===== src/design/tkeu_pkg.sv =====
// shared types, codes and the encoder step table for the tick unit
package tkeu_pkg;

  // item operation codes
  localparam logic [2:0] OP_TICK       = 3'd0;
  localparam logic [2:0] OP_READ_EVENT = 3'd1;
  localparam logic [2:0] OP_PEEK_EVENT = 3'd2;
  localparam logic [2:0] OP_LOAD_DELAY = 3'd3;
  localparam logic [2:0] OP_LOAD_BEEP  = 3'd4;

  // event codes
  localparam logic [3:0] EV_NONE  = 4'd0;
  localparam logic [3:0] EV_PLUS  = 4'd1;
  localparam logic [3:0] EV_MINUS = 4'd2;
  localparam logic [3:0] EV_RIGHT = 4'd3;
  localparam logic [3:0] EV_LEFT  = 4'd4;
  localparam logic [3:0] EV_KEY1  = 4'd5;
  localparam logic [3:0] EV_KEY2  = 4'd6;
  localparam logic [3:0] EV_KEY3  = 4'd7;
  localparam logic [3:0] EV_KEY4  = 4'd8;

  // encoder step directions
  localparam logic [1:0] STEP_NONE = 2'd0;
  localparam logic [1:0] STEP_FWD  = 2'd1;
  localparam logic [1:0] STEP_BACK = 2'd2;

  // raw key register layout
  localparam int unsigned ENC_X_LSB = 12;
  localparam int unsigned ENC_Y_LSB = 14;
  localparam logic [15:0] KEY_MASK  = 16'h000f;

  // encoder and key scan state carried from tick to tick
  typedef struct packed {
    logic       primed;
    logic [1:0] enc_x;
    logic [1:0] enc_y;
    logic [3:0] keys;
    logic [3:0] event_code;
  } scan_state_t;

  // step table indexed by {old, new}
  function automatic logic [1:0] step_dir(input logic [3:0] idx);
    logic [1:0] dir;
    unique case (idx)
      4'b0111, 4'b1100: dir = STEP_FWD;
      4'b0011, 4'b0100: dir = STEP_BACK;
      default:          dir = STEP_NONE;
    endcase
    return dir;
  endfunction

endpackage


===== src/design/tkeu_if.sv =====
// handshake channels for request items and result items

interface tkeu_req_if;
  logic        valid;
  logic        ready;
  logic [2:0]  op;
  logic [15:0] keys_raw;
  logic [31:0] load_value;

  modport source (output valid, output op, output keys_raw, output load_value, input ready);
  modport sink   (input valid, input op, input keys_raw, input load_value, output ready);
endinterface

interface tkeu_rsp_if;
  logic        valid;
  logic        ready;
  logic [3:0]  event_code;
  logic [31:0] tick_total;
  logic [31:0] delay_left;
  logic [31:0] beep_left;
  logic        beep_stop;

  modport source (output valid, output event_code, output tick_total, output delay_left,
                  output beep_left, output beep_stop, input ready);
  modport sink   (input valid, input event_code, input tick_total, input delay_left,
                  input beep_left, input beep_stop, output ready);
endinterface


===== src/design/tkeu_event_dec.sv =====
// encoder and key event decoder for one tick
module tkeu_event_dec (
  input  logic [15:0]          keys_raw,
  input  tkeu_pkg::scan_state_t prev,
  output tkeu_pkg::scan_state_t next
);
  import tkeu_pkg::*;

  logic [1:0] ex;
  logic [1:0] ey;
  logic [3:0] k;
  logic [1:0] old_x;
  logic [1:0] old_y;
  logic [3:0] old_k;
  logic [1:0] dir_x;
  logic [1:0] dir_y;
  logic [3:0] ev;

  // split the raw key register
  assign ex = keys_raw[ENC_X_LSB +: 2];
  assign ey = keys_raw[ENC_Y_LSB +: 2];
  assign k  = 4'(keys_raw & KEY_MASK);

  // first tick only captures, so old state equals the new sample
  assign old_x = prev.primed ? prev.enc_x : ex;
  assign old_y = prev.primed ? prev.enc_y : ey;
  assign old_k = prev.primed ? prev.keys  : k;

  assign dir_x = step_dir({old_x, ex});
  assign dir_y = step_dir({old_y, ey});

  // x, then y, then keys; later source wins; a release of all keys keeps the event
  always_comb begin
    ev = prev.event_code;
    if (dir_x == STEP_FWD)       ev = EV_PLUS;
    else if (dir_x == STEP_BACK) ev = EV_MINUS;
    if (dir_y == STEP_FWD)       ev = EV_RIGHT;
    else if (dir_y == STEP_BACK) ev = EV_LEFT;
    if (old_k != k && k != '0) begin
      priority if (k[3]) ev = EV_KEY4;
      else if (k[2])     ev = EV_KEY3;
      else if (k[1])     ev = EV_KEY2;
      else if (k[0])     ev = EV_KEY1;
    end
  end

  assign next.primed     = 1'b1;
  assign next.enc_x      = ex;
  assign next.enc_y      = ey;
  assign next.keys       = k;
  assign next.event_code = ev;

endmodule


===== src/design/tick_encoder_key_event_unit.sv =====
// tick unit top level: counters, beep timer, encoder and key events
// an accepted item passes the input register, then the result register, held there until taken
// one item per cycle while results are taken; the state update is one pass between both registers
// a waiting result holds the result register; one more item enters, then the input stalls
// reset (rst, synchronous): counters, scan state and stored event clear, both stages empty
// no clearing pass: the block takes items in the first cycle after reset
module tick_encoder_key_event_unit (
  input logic         clk,
  input logic         rst,
  tkeu_req_if.sink    req,
  tkeu_rsp_if.source  rsp
);
  import tkeu_pkg::*;

  // input stage
  logic        s1_valid;
  logic [2:0]  s1_op;
  logic [15:0] s1_keys;
  logic [31:0] s1_load;
  logic        advance;

  // block state
  logic [31:0] tick_count;
  logic [31:0] delay_count;
  logic [31:0] beep_count;
  scan_state_t scan;

  logic [31:0] tick_count_next;
  logic [31:0] delay_count_next;
  logic [31:0] beep_count_next;
  scan_state_t scan_next;
  scan_state_t scan_dec;
  logic [3:0]  ev_out;
  logic        stop;

  // result stage
  logic        out_valid;
  logic [3:0]  out_event;
  logic [31:0] out_ticks;
  logic [31:0] out_delay;
  logic [31:0] out_beep;
  logic        out_stop;

  assign advance   = s1_valid && (!out_valid || rsp.ready);
  assign req.ready = !s1_valid || advance;

  // input register
  always_ff @(posedge clk) begin
    if (rst) begin
      s1_valid <= 1'b0;
    end else if (req.ready) begin
      s1_valid <= req.valid;
    end
    if (req.valid && req.ready) begin
      s1_op   <= req.op;
      s1_keys <= req.keys_raw;
      s1_load <= req.load_value;
    end
  end

  tkeu_event_dec u_dec (
    .keys_raw (s1_keys),
    .prev     (scan),
    .next     (scan_dec)
  );

  // per item state update
  always_comb begin
    tick_count_next  = tick_count;
    delay_count_next = delay_count;
    beep_count_next  = beep_count;
    scan_next        = scan;
    ev_out           = scan.event_code;
    stop             = 1'b0;
    unique case (s1_op)
      OP_TICK: begin
        tick_count_next = tick_count + 32'd1;
        if (delay_count != '0) delay_count_next = delay_count - 32'd1;
        if (beep_count != '0) begin
          beep_count_next = beep_count - 32'd1;
          stop            = (beep_count == 32'd1);
        end
        scan_next = scan_dec;
        ev_out    = scan_dec.event_code;
      end
      OP_READ_EVENT: begin
        scan_next.event_code = EV_NONE;
      end
      OP_LOAD_DELAY: begin
        delay_count_next = s1_load;
      end
      OP_LOAD_BEEP: begin
        beep_count_next = s1_load;
      end
      default: begin
        // peek and unused codes leave the state alone
      end
    endcase
  end

  // state registers
  always_ff @(posedge clk) begin
    if (rst) begin
      tick_count  <= '0;
      delay_count <= '0;
      beep_count  <= '0;
      scan        <= '0;
    end else if (advance) begin
      tick_count  <= tick_count_next;
      delay_count <= delay_count_next;
      beep_count  <= beep_count_next;
      scan        <= scan_next;
    end
  end

  // result register
  always_ff @(posedge clk) begin
    if (rst) begin
      out_valid <= 1'b0;
    end else if (advance) begin
      out_valid <= 1'b1;
    end else if (rsp.ready) begin
      out_valid <= 1'b0;
    end
    if (advance) begin
      out_event <= ev_out;
      out_ticks <= tick_count_next;
      out_delay <= delay_count_next;
      out_beep  <= beep_count_next;
      out_stop  <= stop;
    end
  end

  assign rsp.valid      = out_valid;
  assign rsp.event_code = out_event;
  assign rsp.tick_total = out_ticks;
  assign rsp.delay_left = out_delay;
  assign rsp.beep_left  = out_beep;
  assign rsp.beep_stop  = out_stop;

endmodule


===== src/flat_wrapper.sv =====
// flat-port wrapper written by rule: the top's interface ports become plain ports
module tick_encoder_key_event_unit_flat import tkeu_pkg::*;
  (clk, rst, req_valid, req_op, req_keys_raw, req_load_value, req_ready, rsp_valid, rsp_event_code, rsp_tick_total, rsp_delay_left, rsp_beep_left, rsp_beep_stop, rsp_ready);
  tkeu_req_if req_i ();
  tkeu_rsp_if rsp_i ();
  input logic clk;
  input logic rst;
  input wire logic [$bits(req_i.valid)-1:0] req_valid;
  input wire logic [$bits(req_i.op)-1:0] req_op;
  input wire logic [$bits(req_i.keys_raw)-1:0] req_keys_raw;
  input wire logic [$bits(req_i.load_value)-1:0] req_load_value;
  output wire logic [$bits(req_i.ready)-1:0] req_ready;
  output wire logic [$bits(rsp_i.valid)-1:0] rsp_valid;
  output wire logic [$bits(rsp_i.event_code)-1:0] rsp_event_code;
  output wire logic [$bits(rsp_i.tick_total)-1:0] rsp_tick_total;
  output wire logic [$bits(rsp_i.delay_left)-1:0] rsp_delay_left;
  output wire logic [$bits(rsp_i.beep_left)-1:0] rsp_beep_left;
  output wire logic [$bits(rsp_i.beep_stop)-1:0] rsp_beep_stop;
  input wire logic [$bits(rsp_i.ready)-1:0] rsp_ready;
  assign req_i.valid = req_valid;
  assign req_i.op = req_op;
  assign req_i.keys_raw = req_keys_raw;
  assign req_i.load_value = req_load_value;
  assign req_ready = req_i.ready;
  assign rsp_valid = rsp_i.valid;
  assign rsp_event_code = rsp_i.event_code;
  assign rsp_tick_total = rsp_i.tick_total;
  assign rsp_delay_left = rsp_i.delay_left;
  assign rsp_beep_left = rsp_i.beep_left;
  assign rsp_beep_stop = rsp_i.beep_stop;
  assign rsp_i.ready = rsp_ready;
  tick_encoder_key_event_unit u_core (.clk(clk), .rst(rst), .req(req_i), .rsp(rsp_i));
endmodule

===== config.mk =====
export PLATFORM = sky130hd
export DESIGN_NAME = tick_encoder_key_event_unit_flat
export DESIGN_NICKNAME = d
export VERILOG_FILES = /design/src/design/tkeu_pkg.sv /design/src/design/tkeu_if.sv /design/src/design/tkeu_event_dec.sv /design/src/design/tick_encoder_key_event_unit.sv /design/src/flat_wrapper.sv
export SDC_FILE = /design/constraint.sdc
export NUM_CORES = 1
export LEC_CHECK = 0
export BUFFER_PORTS_ARGS = -buffer_cell sky130_fd_sc_hd__clkbuf_2
export CORE_MARGIN = 10
export CORE_UTILIZATION = 50
export DETAILED_ROUTE_END_ITERATION = 16
export PLACE_DENSITY = 0.7
export SKIP_LAST_GASP = 1
export SYNTH_ARGS = -nofsm -noshare
export SYNTH_HDL_FRONTEND = slang
export SYNTH_SLANG_ARGS = --single-unit

===== constraint.sdc =====
create_clock -name clk -period 16.2 [get_ports clk]
set_clock_uncertainty 0.1 [all_clocks]
set_input_delay 2.43 -clock clk [delete_from_list [all_inputs] [get_ports clk]]
set_output_delay 2.43 -clock clk [all_outputs]
set_load 0.02 [all_outputs]

[Word level (Yosys, flattened, before mapping)]
Index checks and enable logic that the tools add are counted.
Storage, ports and cells
  register bits after elaboration: 263
  input bits: 55
  output and inout port bits: 103
  logic and storage cells: 81
Operators by class
  $add $sub $neg: 3
  eq/ne operators: 17
  mux-type cells: 23
  reductions and logical operators: 20
Operator list (count)
  one-hot mux 32 bit (2 select lines): 2
  two-way mux 32 bit: 3
  nonzero test 32 bit: 2
  subtractor 32 x 1 -> 32 bit, second input constant: 2
  two-way mux 4 bit: 11
  adder 32 x 1 -> 32 bit, second input constant: 1
  == test 32 x 1 -> 1 bit, second input constant: 1
  == test 4 x 3 -> 1 bit, second input constant: 4
  == test 4 x 2 -> 1 bit, second input constant: 2
  == test 4 bit, second input constant: 2
  one-hot mux 2 bit (2 select lines): 2
  one-hot mux 4 bit (2 select lines): 1
  OR reduction 2 bit: 4
  AND reduction 2 bit: 3
  == test 2 x 1 -> 1 bit, second input constant: 2
  == test 2 bit, second input constant: 2
  two-way mux 2 bit: 2
  inequality test 4 bit: 1
  nonzero test 2 bit: 2
  nonzero test 4 bit: 1
  == test 3 x 1 -> 1 bit, second input constant: 1
  == test 3 x 2 -> 1 bit, second input constant: 1
  == test 3 bit, second input constant: 1
  logical AND 1 bit: 3
  other kinds (4): 7

[Depth between registers and ports, before layout]
  word-level depth: 15
  mapped depth: 10
  depth with buffers taken out: 8

[Modules after synthesis]
From an unflattened synthesis, not the netlist that was laid out.
Unflattened totals
  cell total of the unflattened synthesis: 1341
  area, all modules: 13002.5 µm²
By module, submodules not included
  tick_encoder_key_event_unit: instances 1, cells an instance 1288, area each 12633.4 µm², sequential area each 6786.5 µm²
  tkeu_event_dec: instances 1, cells an instance 53, area each 369.1 µm², sequential area each 0.0 µm²

[Worst setup path before layout]
OpenSTA, ideal clock, no wires.
  path type: input port to flip-flop
  start point: input rsp_ready
  end point: register u_core.delay_count[15]
  setup time: 0.308 ns
  arrival: 6.403 ns
  required time: 15.792 ns
  slack: 9.389 ns
  cell stages on the path: 7
  path buffers: 3
  cell sequence: nor2b_1 > nand2b_1 > clkbuf_1 > inv_2 > clkbuf_1 > clkbuf_1 > o221ai_1
On the way
  longest elaborated chain between the ends: 2
RTL lines
  start: declaration: RTL line flat_wrapper.sv:19  | input wire logic [$bits(rsp_i.ready)-1:0] rsp_ready;
  logical OR 1 bit: RTL line tick_encoder_key_event_unit.sv:44  | assign advance = s1_valid && (!out_valid || rsp.ready);
  logical AND 1 bit: RTL line tick_encoder_key_event_unit.sv:44
  via u_core.advance: RTL line tick_encoder_key_event_unit.sv:20  | logic advance;
  end signal: assignment: RTL line tick_encoder_key_event_unit.sv:110  | delay_count <= delay_count_next;
  end: declaration: RTL line tick_encoder_key_event_unit.sv:24  | logic [31:0] delay_count;
The timed path passes the listed nets, and every way through them passes these cells.
A chain may end at the register's enable or synchronous reset.

[Final worst setup path]
  start point: input rsp_ready
  end point: output req_ready
On the way
  longest elaborated chain between the ends: 3
RTL lines
  logical OR 1 bit: RTL line tick_encoder_key_event_unit.sv:44
  logical AND 1 bit: RTL line tick_encoder_key_event_unit.sv:44
  logical OR 1 bit: RTL line tick_encoder_key_event_unit.sv:45  | assign req.ready = !s1_valid || advance;
  end: declaration: RTL line flat_wrapper.sv:12  | output wire logic [$bits(req_i.ready)-1:0] req_ready;
No other way between the ends.

==> flow_metrics.py <==
metrics = {
    "sta": {
        "worstMarginPinSlew_ns": 1.13,
        "period_needed_ns": 5.49,
        "grt_setup_unrepaired": "false",
        "finalCritPeriodShare_pct": 33.9,
        "finalHoldViolCount": 0,
        "setup_viol": 0,
        "tns_ns": 0,
        "drv_slew": 0,
        "max_freq_ghz": 0.182,
        "hold-worst-slack_ns": 0.375,
        "setup_ws_ns": 10.71,
        "max_slew_margin_pct": 24.8,
    },
    "route": {
        "wl_met1_um": 15100,
        "drt-vias-per-instance": 6.22,
        "vias": 10800,
        "routed_wirelength_um": 35600,
        "drtIter0Drc": 1490,
        "postRouteAntennaNets": 0,
        "drt-pass1-iter-count": 8,
        "wl_met3_um": 3600,
        "post_drt_wl_per_cell_um": 20.5,
        "top_layer": "met4",
        "drc_errors": 0,
        "met2WireLength_um": 15700,
    },
    "floorplanning": {
        "coreArea_um2": 24400,
        "rows": 57,
        "initial_core_util_pct": 50.9,
        "num_io_pins": 158,
        "die_height_um": 178,
        "dieArea_um2": 31600,
        "dieWidth_um": 178,
    },
    "clock_network": {
        "cts_setup_buffers": 0,
        "clk_latency_ns": 0.53,
        "cts_sinks": 255,
        "cts_made_buffers": 27,
        "cts_root_buffer": "clkbuf_16",
        "htree_levels": 1,
        "cts_tree": "yes",
        "cts_resized": 0,
        "clockBufferDepth": 3,
        "hold_buffers": 0,
        "path_clk_slew_ns": 0.06,
    },
    "yosys": {
        "synth_async_sr_flop_share_pct": 0,
        "yosys.area.top_type": "edfxtp_1",
        "syn_inst": 1286,
        "syn-mean-instance-area_um2": 9.66,
        "yosysSeqAreaShare_pct": 52.7,
        "synth_commonest_cells": "nand2_1, edfxtp_1, nor2_1",
        "synth-seq-cells": 255,
        "synth_warnings": 0,
        "synth.distinct_cells": 76,
        "yosys_most_used_dff": "edfxtp_1",
        "yosysMostFrequentCell": "nand2_1",
        "synth_top_area_share_pct": 34.8,
        "netlist_area_um2": 12400,
        "synthesis.nets": 1347,
        "synth.area.top_cells": "edfxtp_1, dfxtp_1, nand2_1",
        "synth-edff-count": 144,
    },
    "job": {
        "cap_violations": 0,
    },
    "min_path": {
        "hold_end": "u_core.scan[7]$_SDFFE_PP0P_",
        "min_path_cells": 2,
        "min-delay-start": "u_core.scan[7]$_SDFFE_PP0P_",
        "hold_path.class": "flop to flop",
    },
    "pwr": {
        "p_int_uw": 1160,
        "p_sw_uw": 437,
        "p_comb_share_pct": 14.0,
        "p_clk_share_pct": 39.6,
        "p_per_area_nw_per_um2": 112,
        "sequentialPowerShare_pct": 46.3,
        "peakVddDrop_uv": 75.4,
        "power.leakage_uw": 0.00515,
        "p_sw_share_pct": 27.3,
    },
    "placed_design": {
        "dpl_worst_slack_ns": 10.71,
        "gp_congestion": 0.922,
        "hpwl_um": 24000,
        "io_buffers": 149,
    },
    "critical_path": {
        "cp_max_fo": 4,
        "r2r_start": "u_core.s1_op[2]$_DFFE_PP_",
        "worst_r2r_path_depth": 8,
        "path_cells": "clkbuf_2, nor2b_1, nand2_1, clkbuf_2",
        "reg2reg_to": "u_core.delay_count[4]$_SDFFE_PP0P_",
        "cp-start-kind": "input port",
        "cp.arrival_ns": 2.96,
        "critPathRequiredTime_ns": 13.67,
        "endpoint_kind": "output pin",
        "r2r_slack_ns": 12.66,
        "crit_family": "simple AND/OR/NAND/NOR gates",
        "max_stage_delay_ns": 0.20,
        "critPathKind": "input port to output pin",
        "critPathSlowestCell": "nor2b_1",
        "crit_top_cell": "clkbuf_2",
        "path_buf_inv": 2,
    },
    "final_layout": {
        "antennaDiodeCount": 0,
        "area_growth_pct": 14.7,
        "final_layout_size_suffix_gt1_share_pct": 17.3,
        "fin_nets": 1454,
        "fillerInstances": 2132,
    },
    "global_routing": {
        "grt_max_degree": 82,
        "grt_overflow": 0,
        "grt_use_total_pct": 21.6,
        "grt_pass1_wl_um": 55100,
        "grt_pass1_vias": 9747,
        "antenna_found_initial": 0,
    },
    "outcome": {
        "outcome": "finished, final reports clean",
    },
}
## cell usage in the layout (no fill, tap or decap), drive strengths merged, types with 10 or more instances in the layout
cell type  count
nand3         45
clkinv        11
dfxtp        111
a21oi         58
a32oi         10
o211ai        19
nor3          47
o21ai         81
buf           11
and3          17
clkbuf       181
nand2        150
nand4         26
inv           16
xnor2         32
xor2          26
edfxtp       144
a31oi         34
or3           20
a22oi         19
nor2         140
o21a          10
nor4          27
## area by class of cell
class | count | area, um2 | area share (%)
timing repair buffer | 160 | 828 | 5.82
tap | 324 | 405 | 2.85
inverter | 16 | 65.1 | 0.457
sequential | 255 | 6550 | 46.0
multi-input combinational | 933 | 5490 | 38.5
clock inverter | 17 | 195 | 1.37
clock buffer | 32 | 714 | 5.02
## logic make-up after synthesis
logic type | count (synthesis) | share of synthesized area [%]
AND/OR/NAND/NOR | 535 | 21.2
multiplexers | 5 | 0.423
AO/OA/AOI/OAI | 329 | 17.8
flip-flops | 255 | 52.7
buffers and inverters | 98 | 3.23
XOR/XNOR | 58 | 4.09
adder cells (fa/ha/maj) | 6 | 0.604
## worst max-delay path by stage
stage / from / end / slack (ns) / cells after the start
after floorplan: rsp_ready / u_core.delay_count[15]$_SDFFE_PP0P_ / 9.39 / 7
after global placement: rsp_ready / req_ready / 10.71 / 4
after detailed placement: rsp_ready / req_ready / 10.71 / 4
after CTS: rsp_ready / req_ready / 10.70 / 4
after global routing: rsp_ready / req_ready / 10.66 / 4
final: rsp_ready / req_ready / 10.71 / 4
## power by group through the flow
stage | Combinational (uW) | Clock, uW | Sequential (uW)
after CTS | 220 | 645 | 741
after global placement | 216 | 0 | 753
after global routing | 243 | 672 | 744
after floorplan | 140 | 0 | 765
after detailed placement | 219 | 0 | 754
final | 224 | 634 | 741
## tightest hold or removal path: stages, from the launching register on
cell and delay, ns:
dfxtp_1 0.31, nand2_1 0.06, a21oi_1 0.06
## metrics by stage
| stage | total power [uW] | instance area [um2] | std cells | utilization [%] |
|---|---|---|---|---|
| after floorplan | 905 | 12400 | 1286 | - |
| after global placement | 970 | 13300 | 1688 | 54.7 |
| after detailed placement | 973 | 13300 | 1688 | 54.7 |
| after CTS | 1610 | 14200 | 1737 | 58.4 |
| after global routing | 1660 | 14200 | 1737 | 58.4 |
| final | 1600 | 14200 | 1737 | 58.4 |
## routing by layer
layer / up-vias / global-route usage [%]
li1: 5031 / -
met1: 5104 / 30.4
met2: 598 / 32.8
met3: 70 / 3.63
met4: 0 / 7.99
met5: - / 0
## sequential cells by signal, indices dropped and copies added, names as in the netlist
signal	flops
u_core.rsp.valid	1
u_core.rsp.delay_left	32
u_core.tick_count	32
u_core.rsp.event_code	4
u_core.s1_valid	1
u_core.beep_count	32
u_core.s1_op	3
u_core.rsp.beep_stop	1
u_core.rsp.beep_left	32
u_core.s1_load	32
u_core.delay_count	32
u_core.s1_keys	8
u_core.rsp.tick_total	32
u_core.scan	13
No activity file was read; power rests on OpenSTA's default activity.
